--- src/hdl/ciqbn_pkg.sv ---
// ----------------------------------------------------------------------------
// ciqbn_pkg: shared types and constants for the I/Q biquad notch cascade
// Field widths, coefficient slots and register indexes used by all modules.
// ----------------------------------------------------------------------------
package ciqbn_pkg;

   localparam int NUM_STAGES   = 3;
   localparam int SAMPLE_WIDTH = 16;
   localparam int COEF_WIDTH   = 24;
   localparam int FRAC_BITS    = 8;
   localparam int ACC_WIDTH    = SAMPLE_WIDTH + FRAC_BITS;
   localparam int PROD_WIDTH   = ACC_WIDTH + COEF_WIDTH;
   // five products summed: three guard bits
   localparam int SUM_WIDTH    = PROD_WIDTH + 3;
   localparam int CSHIFT       = COEF_WIDTH - 2;
   localparam int NUM_SECT     = NUM_STAGES * 2;
   localparam int SECT_W       = $clog2(NUM_SECT);
   localparam int BIT_W        = $clog2(ACC_WIDTH);
   localparam int TAP_W        = 3;

   localparam logic [2:0] CSR_ENABLE = 3'd0;
   localparam logic [2:0] CSR_B0     = 3'd1;
   localparam logic [2:0] CSR_B1     = 3'd2;
   localparam logic [2:0] CSR_B2     = 3'd3;
   localparam logic [2:0] CSR_A1     = 3'd4;
   localparam logic [2:0] CSR_A2     = 3'd5;

   localparam logic [TAP_W-1:0] TAP_X0 = 3'd0;
   localparam logic [TAP_W-1:0] TAP_X1 = 3'd1;
   localparam logic [TAP_W-1:0] TAP_X2 = 3'd2;
   localparam logic [TAP_W-1:0] TAP_Y1 = 3'd3;
   localparam logic [TAP_W-1:0] TAP_Y2 = 3'd4;
   localparam logic [TAP_W-1:0] TAP_LAST = 3'd4;

   typedef struct packed {
      logic signed [SAMPLE_WIDTH-1:0] sample_re;
      logic signed [SAMPLE_WIDTH-1:0] sample_im;
   } req_type;

   typedef struct packed {
      logic signed [SAMPLE_WIDTH-1:0] out_re;
      logic signed [SAMPLE_WIDTH-1:0] out_im;
   } rsp_type;

   // control from sequencer to multiply-accumulate unit
   typedef struct packed {
      logic start;    // load operands, clear product
      logic clear;    // clear accumulator at first tap
   } mac_ctl_type;

   // round half up by CSHIFT bits then saturate: helper for section output
   function automatic logic signed [ACC_WIDTH-1:0] sect_round(
      input logic signed [SUM_WIDTH-1:0] acc);
      logic signed [SUM_WIDTH-1:0] r;
      logic signed [SUM_WIDTH-CSHIFT-1:0] q;
      logic signed [SUM_WIDTH-CSHIFT-1:0] hi;
      logic signed [SUM_WIDTH-CSHIFT-1:0] lo;
      r  = acc + (SUM_WIDTH'(1) <<< (CSHIFT - 1));
      q  = r[SUM_WIDTH-1:CSHIFT];
      hi = (SUM_WIDTH-CSHIFT)'((1 << (ACC_WIDTH - 1)) - 1);
      lo = -hi - (SUM_WIDTH-CSHIFT)'(1);
      if (q > hi) return hi[ACC_WIDTH-1:0];
      if (q < lo) return lo[ACC_WIDTH-1:0];
      return q[ACC_WIDTH-1:0];
   endfunction

   function automatic logic signed [SAMPLE_WIDTH-1:0] out_round(
      input logic signed [ACC_WIDTH-1:0] v);
      logic signed [ACC_WIDTH:0] r;
      logic signed [ACC_WIDTH-FRAC_BITS:0] q;
      r = {v[ACC_WIDTH-1], v} + (ACC_WIDTH+1)'(1 << (FRAC_BITS - 1));
      q = r[ACC_WIDTH:FRAC_BITS];
      if (q > (ACC_WIDTH-FRAC_BITS+1)'((1 << (SAMPLE_WIDTH - 1)) - 1))
         return {1'b0, {(SAMPLE_WIDTH-1){1'b1}}};
      if (q < -(ACC_WIDTH-FRAC_BITS+1)'(1 << (SAMPLE_WIDTH - 1)))
         return {1'b1, {(SAMPLE_WIDTH-1){1'b0}}};
      return q[SAMPLE_WIDTH-1:0];
   endfunction

endpackage

--- src/hdl/ciqbn_mac.sv ---
// ----------------------------------------------------------------------------
// ciqbn_mac: bit-serial multiply-accumulate
// Shift-add multiply of a signed sample by a signed coefficient, one
// multiplier bit per cycle, accumulated into a section sum.
// ----------------------------------------------------------------------------
module ciqbn_mac (
   input  logic                                        clock,
   input  logic                                        reset,
   input  ciqbn_pkg::mac_ctl_type                      ctl,
   input  logic signed [ciqbn_pkg::ACC_WIDTH-1:0]      data,
   input  logic signed [ciqbn_pkg::COEF_WIDTH-1:0]     coef,
   output logic                                        done,
   output logic signed [ciqbn_pkg::SUM_WIDTH-1:0]      acc
);

   localparam int AW = ciqbn_pkg::ACC_WIDTH;
   localparam int PW = ciqbn_pkg::PROD_WIDTH;
   localparam int SW = ciqbn_pkg::SUM_WIDTH;
   localparam int BW = ciqbn_pkg::BIT_W;

   logic                 busy_ff, busy_in;
   logic [BW-1:0]        cnt_ff, cnt_in;
   logic [AW-1:0]        mplr_ff, mplr_in;
   logic signed [PW-1:0] mcand_ff, mcand_in;
   logic signed [PW-1:0] prod_ff, prod_in;
   logic signed [SW-1:0] acc_ff, acc_in;
   logic                 done_ff, done_in;

   // one data bit per cycle; top bit has negative weight
   always_comb begin
      busy_in  = busy_ff;
      cnt_in   = cnt_ff;
      mplr_in  = mplr_ff;
      mcand_in = mcand_ff;
      prod_in  = prod_ff;
      acc_in   = acc_ff;
      done_in  = 1'b0;
      if (ctl.start) begin
         busy_in  = 1'b1;
         cnt_in   = '0;
         mplr_in  = data;
         mcand_in = PW'(coef);
         prod_in  = '0;
         if (ctl.clear) acc_in = '0;
      end else if (busy_ff) begin
         if (mplr_ff[0]) begin
            if (cnt_ff == BW'(AW - 1)) prod_in = prod_ff - mcand_ff;
            else                       prod_in = prod_ff + mcand_ff;
         end
         mplr_in  = mplr_ff >> 1;
         mcand_in = mcand_ff <<< 1;
         cnt_in   = cnt_ff + BW'(1);
         if (cnt_ff == BW'(AW - 1)) begin
            busy_in = 1'b0;
            done_in = 1'b1;
         end
      end
      if (done_ff) acc_in = acc_ff + SW'(prod_ff);
   end

   always_ff @(posedge clock) begin
      if (reset) begin
         busy_ff <= 1'b0;
         done_ff <= 1'b0;
         cnt_ff  <= '0;
      end else begin
         busy_ff <= busy_in;
         done_ff <= done_in;
         cnt_ff  <= cnt_in;
      end
      mplr_ff  <= mplr_in;
      mcand_ff <= mcand_in;
      prod_ff  <= prod_in;
      acc_ff   <= acc_in;
   end

   assign done = done_ff;
   assign acc  = acc_ff;

endmodule

--- src/hdl/complex_iq_biquad_notch_cascade_unit.sv ---
// ----------------------------------------------------------------------------
// complex_iq_biquad_notch_cascade_unit: I/Q biquad notch cascade
// Three direct-form-I sections per component with shared coefficients.
// ----------------------------------------------------------------------------
// Usage:
//   req_ carries one complex sample per item (valid/stall); rsp_ returns one
//   result per item through an output register. csr_ writes the enable bit
//   (0) and coefficients b0,b1,b2,a1,a2 (1..5); other indexes are ignored.
//   Users must write csr_ only while the block is idle; it is not enforced.
// Timing:
//   Enabled: each section evaluates five taps on one shared bit-serial
//   multiplier (each tap loads, shifts through 24 data bits, accumulates,
//   hands off) and then rounds; 6 sections. The next item is taken once the
//   result is in the output register; multiplier width sets time per item.
//   Bypass: result registered in the cycle after accept; one item per
//   cycle while the output register is free to take it.
//   A filtered item is taken even while a stalled result waits in the output
//   register, so a stalled output holds at most one result while the filter
//   works on the next item; a bypass item waits for the register to free.
// Reset:
//   Clears the enable bit, coefficients and all past values to zero.
//   Also drops a stalled result by clearing rsp_valid; otherwise a stalled result stays on rsp_ until taken.
// ----------------------------------------------------------------------------
module complex_iq_biquad_notch_cascade_unit (
   input  logic                    clock,
   input  logic                    reset,
   input  logic                    req_valid,
   output logic                    req_stall,
   input  ciqbn_pkg::req_type      req_data,
   output logic                    rsp_valid,
   input  logic                    rsp_stall,
   output ciqbn_pkg::rsp_type      rsp_data,
   input  logic                    csr_valid,
   output logic                    csr_ready,
   input  logic [2:0]              csr_index,
   input  logic [31:0]             csr_wdata
);

   localparam int AW = ciqbn_pkg::ACC_WIDTH;
   localparam int CW = ciqbn_pkg::COEF_WIDTH;
   localparam int SW = ciqbn_pkg::SUM_WIDTH;
   localparam int NS = ciqbn_pkg::NUM_SECT;
   localparam int SEW = ciqbn_pkg::SECT_W;
   localparam int TW = ciqbn_pkg::TAP_W;
   localparam int FB = ciqbn_pkg::FRAC_BITS;

   typedef enum logic [4:0] {
      ST_IDLE  = 5'b00001,
      ST_START = 5'b00010,
      ST_WAIT  = 5'b00100,
      ST_SECT  = 5'b01000,
      ST_DONE  = 5'b10000
   } state_type;

   state_type state_ff, state_in;

   logic                 en_ff;
   logic signed [CW-1:0] coef_ff [5];
   // section index = stage*2 + component
   logic signed [AW-1:0] x1_ff [NS];
   logic signed [AW-1:0] x2_ff [NS];
   logic signed [AW-1:0] y1_ff [NS];
   logic signed [AW-1:0] y2_ff [NS];
   logic signed [AW-1:0] v_ff [2], v_in [2];
   logic [SEW-1:0]       sect_ff, sect_in;
   logic [TW-1:0]        tap_ff, tap_in;
   logic                 hold_ff, hold_in;
   ciqbn_pkg::rsp_type   res_ff, res_in;
   logic                 rv_ff, rv_in;

   ciqbn_pkg::mac_ctl_type mctl;
   logic signed [AW-1:0] mdata;
   logic signed [CW-1:0] mcoef;
   logic                 mdone;
   logic signed [SW-1:0] macc;
   logic signed [AW-1:0] ynew;
   logic                 comp;
   logic                 accept, hand;

   assign comp      = sect_ff[0];
   assign csr_ready = 1'b1;
   assign hand      = !rv_ff || !rsp_stall;
   // filtered items go in while a result waits; bypass needs the register
   assign req_stall = !(state_ff == ST_IDLE) || (!en_ff && !hand);
   assign accept    = req_valid && !req_stall;
   assign ynew      = ciqbn_pkg::sect_round(macc);

   // operand selection for the current tap
   always_comb begin
      unique case (tap_ff)
         ciqbn_pkg::TAP_X0: mdata = v_ff[comp];
         ciqbn_pkg::TAP_X1: mdata = x1_ff[sect_ff];
         ciqbn_pkg::TAP_X2: mdata = x2_ff[sect_ff];
         ciqbn_pkg::TAP_Y1: mdata = y1_ff[sect_ff];
         default:           mdata = y2_ff[sect_ff];
      endcase
      mcoef = coef_ff[tap_ff];
      mctl.start = (state_ff == ST_START);
      mctl.clear = (tap_ff == ciqbn_pkg::TAP_X0);
   end

   ciqbn_mac u_mac (
      .clock (clock),
      .reset (reset),
      .ctl   (mctl),
      .data  (mdata),
      .coef  (mcoef),
      .done  (mdone),
      .acc   (macc)
   );

   // sequencer
   always_comb begin
      state_in = state_ff;
      sect_in  = sect_ff;
      tap_in   = tap_ff;
      hold_in  = hold_ff;
      v_in     = v_ff;
      res_in   = res_ff;
      rv_in    = rv_ff && rsp_stall;
      unique case (state_ff)
         ST_IDLE: begin
            if (accept) begin
               if (en_ff) begin
                  v_in[0]  = {req_data.sample_re, {FB{1'b0}}};
                  v_in[1]  = {req_data.sample_im, {FB{1'b0}}};
                  sect_in  = '0;
                  tap_in   = ciqbn_pkg::TAP_X0;
                  state_in = ST_START;
               end else begin
                  res_in.out_re = req_data.sample_re;
                  res_in.out_im = req_data.sample_im;
                  rv_in = 1'b1;
               end
            end
         end
         ST_START: state_in = ST_WAIT;
         ST_WAIT: begin
            hold_in = 1'b0;
            if (mdone) hold_in = 1'b1;
            if (hold_ff) begin
               hold_in = 1'b0;
               if (tap_ff == ciqbn_pkg::TAP_LAST) state_in = ST_SECT;
               else begin
                  tap_in   = tap_ff + TW'(1);
                  state_in = ST_START;
               end
            end
         end
         ST_SECT: begin
            v_in[comp] = ynew;
            tap_in     = ciqbn_pkg::TAP_X0;
            if (sect_ff == SEW'(NS - 1)) state_in = ST_DONE;
            else begin
               sect_in  = sect_ff + SEW'(1);
               state_in = ST_START;
            end
         end
         ST_DONE: begin
            if (hand) begin
               res_in.out_re = ciqbn_pkg::out_round(v_ff[0]);
               res_in.out_im = ciqbn_pkg::out_round(v_ff[1]);
               rv_in    = 1'b1;
               state_in = ST_IDLE;
            end
         end
         default: state_in = ST_IDLE;
      endcase
   end

   always_ff @(posedge clock) begin
      if (reset) begin
         state_ff <= ST_IDLE;
         rv_ff    <= 1'b0;
         hold_ff  <= 1'b0;
         sect_ff  <= '0;
         tap_ff   <= '0;
         en_ff    <= 1'b0;
         for (int i = 0; i < 5; i++) coef_ff[i] <= '0;
         for (int i = 0; i < NS; i++) begin
            x1_ff[i] <= '0;
            x2_ff[i] <= '0;
            y1_ff[i] <= '0;
            y2_ff[i] <= '0;
         end
      end else begin
         state_ff <= state_in;
         rv_ff    <= rv_in;
         hold_ff  <= hold_in;
         sect_ff  <= sect_in;
         tap_ff   <= tap_in;
         if (csr_valid) begin
            unique case (csr_index)
               ciqbn_pkg::CSR_ENABLE: en_ff <= csr_wdata[0];
               ciqbn_pkg::CSR_B0: coef_ff[0] <= csr_wdata[CW-1:0];
               ciqbn_pkg::CSR_B1: coef_ff[1] <= csr_wdata[CW-1:0];
               ciqbn_pkg::CSR_B2: coef_ff[2] <= csr_wdata[CW-1:0];
               ciqbn_pkg::CSR_A1: coef_ff[3] <= csr_wdata[CW-1:0];
               ciqbn_pkg::CSR_A2: coef_ff[4] <= csr_wdata[CW-1:0];
               default: ;
            endcase
         end
         // history shift at end of each section
         if (state_ff == ST_SECT) begin
            x2_ff[sect_ff] <= x1_ff[sect_ff];
            x1_ff[sect_ff] <= v_ff[comp];
            y2_ff[sect_ff] <= y1_ff[sect_ff];
            y1_ff[sect_ff] <= ynew;
         end
      end
      v_ff   <= v_in;
      res_ff <= res_in;
   end

   // section order: stage s, component c goes to index s*2+c; process
   // stage-major so each component's value chains through the stages
   assign rsp_valid = rv_ff;
   assign rsp_data  = res_ff;

endmodule
--- config.mk ---
export PLATFORM = sky130hd
export DESIGN_NAME = complex_iq_biquad_notch_cascade_unit
export DESIGN_NICKNAME = d
export VERILOG_FILES = /design/src/hdl/ciqbn_pkg.sv /design/src/hdl/ciqbn_mac.sv /design/src/hdl/complex_iq_biquad_notch_cascade_unit.sv
export SDC_FILE = /design/constraint.sdc
export NUM_CORES = 2
export LEC_CHECK = 0
export ABC_AREA = 1
export BUFFER_PORTS_ARGS = -buffer_cell sky130_fd_sc_hd__clkbuf_2
export CORE_MARGIN = 3
export CORE_UTILIZATION = 44
export DETAILED_ROUTE_END_ITERATION = 8
export SLEW_MARGIN = 20
export SYNTH_ARGS = -nofsm -noshare
export SYNTH_HDL_FRONTEND = slang
export SYNTH_SLANG_ARGS = --single-unit
export TNS_END_PERCENT = 100
--- constraint.sdc ---
create_clock -name clock -period 8 [get_ports clock]
set_clock_uncertainty 0.1 [all_clocks]
set_input_delay 0.8 -clock clock [delete_from_list [all_inputs] [get_ports clock]]
set_output_delay 0.8 -clock clock [all_outputs]
set_load 0.05 [all_outputs]
==> metrics.md <==
| Metric | Value |
|---|---|
| DRT iter0 DRCs | `4,200` |
| Crit path DAT | `5.91 ns` |
| Post-Layout Inst Area | `0.06582 sq mm` |
| Clk buf depth | `3` |
| Most frequent cells after synthesis | `1,600 x nor2_1, 1,091 x edfxtp_1, 943 x nand2_1, 675 x o21ai_0, 604 x inv_1` |
| TritonRoute pass-1 iters | `6` |
| Die Ht | `373.9 um` |
| Sequential fraction of the synthesis area | `57.53%` |
| Fin Setup TNS | `0 ns` |
| Slowest library cell on the worst path | `nand2_4` |
| Area grow syn2layout | `10.51%` |
| Postcts setup bufs | `0` |
| Synth Register Bits | `1,166` |
| Gpl congestion | `0.9216` |
| Ys async rst share | `0%` |
| WS Path Type | `reg -> reg` |
| Number of global-route vias before repair | `44,798` |
| Die area | `0.1398 sq mm` |
| Fin nets | `6,740` |
| Crit path largest cell delay | `0.95 ns` |
| PD cells | `206.2 mW/mm^2` |
| Reg2reg end | `y1_ff[0][21]` |
| Worst-path clk slew | `0.06 ns` |
| Fmax | `0.1776 GHz` |
| I/O pins | `107` |
| Area leader, netlist | `edfxtp_1` |
| Fin crit period | `5.631 ns` |
| Reg-to-reg startpoint | `state_ff[1]` |
| Fill count | `12,696` |
| Endpoints failing hold | `0` |
| Final setup violating endpoints | `0` |
| Clock buffer count from CTS | `121` |
| Antenna Cells | `0` |
| Library cells used by synthesis | `53` |
| GR Overflow Total | `0` |
| Hold Crit Class | `in -> reg` |
| R2R cell count | `12` |
| CP endpoint kind | `flip-flop` |
| Drc violations | `0` |
| Vias | `47,015` |
| First-pass GRT wire length | `274.1 mm` |
| Register area | `0.03428 sq mm` |
| Yosys top cell area share | `55.01%` |
| Cell depth of the worst setup path | `12` |
| Post-synth EDFFs | `1,091` |
| PostCTS Resize Cnt | `0` |
| Slew HR | `22.42%` |
| GRT Overall Usage | `25.47%` |
| Final WL | `182.6 mm` |
| Crit. Startpoint | `state_ff[1]` |
| Most common cell in the netlist | `nor2_1` |
| Vias/cell | `5.578` |
| Maximum Capacitance Violations | `0` |
| Syn Std Cell Area | `0.05956 sq mm` |
| Core Area | `0.1340 sq mm` |
| Max Slew Vio Count | `0` |
| Area of the multi-input gates | `0.02183 sq mm` |
| Critical Path RT | `8.28 ns` |
| Die width | `373.9 um` |
| VDD IR max | `0.1983 mV` |
| Worst-margin pin slew | `1.164 ns` |
| Critical Path Fanout Max | `53` |
| PortBufs | `97` |
| Antenna-violating nets left | `0` |
| Core Rows | `134` |
| DR WL/cell | `21.66 um` |
| H-tree levels | `3` |
| CTS tree | `yes` |
| Placed Area | `0.06182 sq mm` |
| Syn Inst Count | `6,571` |
| Worst path bufs/invs | `5` |
| CP Launch Type | `flip-flop` |
| Initial antenna violation count | `0` |
| Reg2Reg Setup Slack | `2.37 ns` |
| Post-DP HPWL | `114.4 mm` |
| Layout cells sized above 1 | `6.816%` |
| TritonCTS Sinks | `1,166` |
| Crit path to | `y1_ff[0][21]` |
| Final core occ | `49.13%` |
| Largest net degree at the start of global routing | `217` |
| Syn nets | `6,754` |
| Status | `finished, final reports clean` |
| Skew-Pair Late Insertion Delay | `0.75 ns` |
| Crit-path cells | `inv_2 -> nand2_1 -> nor3_4 -> inv_2 -> buf_4 -> nor2_8 -> clkinv_2 -> or2_1 -> nor2_1 -> nand2_4 -> nand2_4 -> buf_4` |
| Final worst path period share | `70.39%` |
| Synth area leaders | `edfxtp_1 55%, nor2_1 10%, nand2_1 5.9%, o21ai_0 5.7%, inv_1 3.8%` |
| Initial Util | `44.46%` |
| Synth Warn # | `0` |
| Top FF cell, synth | `edfxtp_1` |
| RSZ-0062 raised after global routing | `no` |
| Root buf cell | `clkbuf_16` |
| CP top delay family | `simple AND/OR/NAND/NOR gates` |
| LEAKAGE | `25.05 nW` |
| Syn Area/Cell | `9.064 sq um` |
| Hold buffers post-CTS | `0` |
logic make-up after synthesis:
family / share of synthesized area (%)
compound gates: 12.21
xor+xnor: 1.618
fa+ha+maj: 2.357
simple gates: 20.14
other cells: 0.006296
flops: 57.53
buf+inv: 6.139
power by group:
part / total, mW / switching [mW] / leakage [nW] / internal, mW
logic: 0.913 / 0.654 / 11.5 / 0.259
clock network: 5.71 / 2.43 / 1.95 / 3.28
registers: 6.95 / 0.107 / 11.6 / 6.84
worst min-delay path by stage:
stage                         start               to  slack (ns)  depth (start not counted)
floorplan           u_mac.cnt_ff[4]  u_mac.cnt_ff[4]        0.34                          2
global placement    u_mac.cnt_ff[4]  u_mac.cnt_ff[4]        0.35                          2
detailed placement  u_mac.cnt_ff[4]  u_mac.cnt_ff[4]        0.36                          2
CTS                     req_data[1]          v_ff[9]        0.20                          3
global route            req_data[5]         v_ff[13]        0.21                          3
finish                  req_data[5]         v_ff[13]        0.25                          3
placed cells by master, fill, tap and decap left out, types with 12 or more instances in the layout:
| master | instances |
|---|---|
| nand2_2 | 23 |
| o21a_1 | 23 |
| o21ai_0 | 667 |
| and2_1 | 45 |
| bufinv_16 | 12 |
| clkbuf_1 | 33 |
| a31oi_1 | 13 |
| clkbuf_2 | 97 |
| a21o_1 | 13 |
| clkinv_2 | 24 |
| nand2_1 | 933 |
| o22ai_1 | 55 |
| xor2_1 | 86 |
| or2_2 | 14 |
| o211ai_1 | 81 |
| xnor2_1 | 24 |
| clkbuf_16 | 123 |
| inv_2 | 22 |
| o221ai_1 | 111 |
| inv_1 | 602 |
| clkinv_1 | 21 |
| buf_4 | 76 |
| edfxtp_1 | 1091 |
| ha_1 | 109 |
| nand3_1 | 203 |
| o21bai_1 | 22 |
| nand4_1 | 76 |
| nor4_1 | 15 |
| a21boi_0 | 14 |
| dfxtp_1 | 70 |
| nor3_1 | 40 |
| a21oi_1 | 236 |
| nor2_1 | 1591 |
registers in the layout (all words and copies together), names as in the netlist, 3 cells and up, named ones only:
signal	cells
sect_ff	3
u_mac.cnt_ff	5
state_ff	5
v_ff	48
coef_ff	120
y1_ff	192
u_mac.mcand_ff	48
rsp_data	32
x1_ff	192
u_mac.mplr_ff	24
u_mac.acc	51
u_mac.prod_ff	48
tap_ff	3
y2_ff	192
x2_ff	192
cell type report:
cell class / count / share of cell area (%)
inverters: 630 / 3.614
multi-input cells: 4462 / 33.17
clock inverters: 64 / 1.068
flip-flops and latches: 1166 / 52.08
clock buffers: 163 / 5.011
well taps: 1768 / 3.361
repair buffers: 176 / 1.696
per-layer routing:
metal / GRT usage, % / part of all wire, % / vias to the layer above
li1: - / - / 22320
met1: 34.23 / 42 / 22775
met2: 43.14 / 49 / 1624
met3: 3.115 / 6.3 / 296
met4: 7.880 / 3.1 / 0
met5: 0 / 0 / -
metrics by stage:
| step | hold slack [ns] | instances | total power, mW | setup slack (ns) |
|---|---|---|---|---|
| global placement | 0.3475 | 8202 | 7.977 | 2.127 |
| finish | 0.2532 | 8429 | 13.57 | 2.369 |
| global route | 0.2126 | 8429 | 14.00 | 2.088 |
| CTS | 0.1977 | 8429 | 13.65 | 2.334 |
| floorplan | 0.3391 | 6571 | 7.649 | 2.054 |
| detailed placement | 0.3575 | 8202 | 7.987 | 2.131 |
worst reg2reg max path, stage by stage (launching register included):
cell,delay (ns)
dfxtp_1,0.31
inv_2,0.08
nand2_1,0.12
nor3_4,0.21
inv_2,0.04
buf_4,0.27
nor2_8,0.54
clkinv_2,0.73
or2_1,0.47
nor2_1,0.29
nand2_4,0.61
nand2_4,0.96
buf_4,0.56
Note: power is estimated with default switching activity, not from simulation.
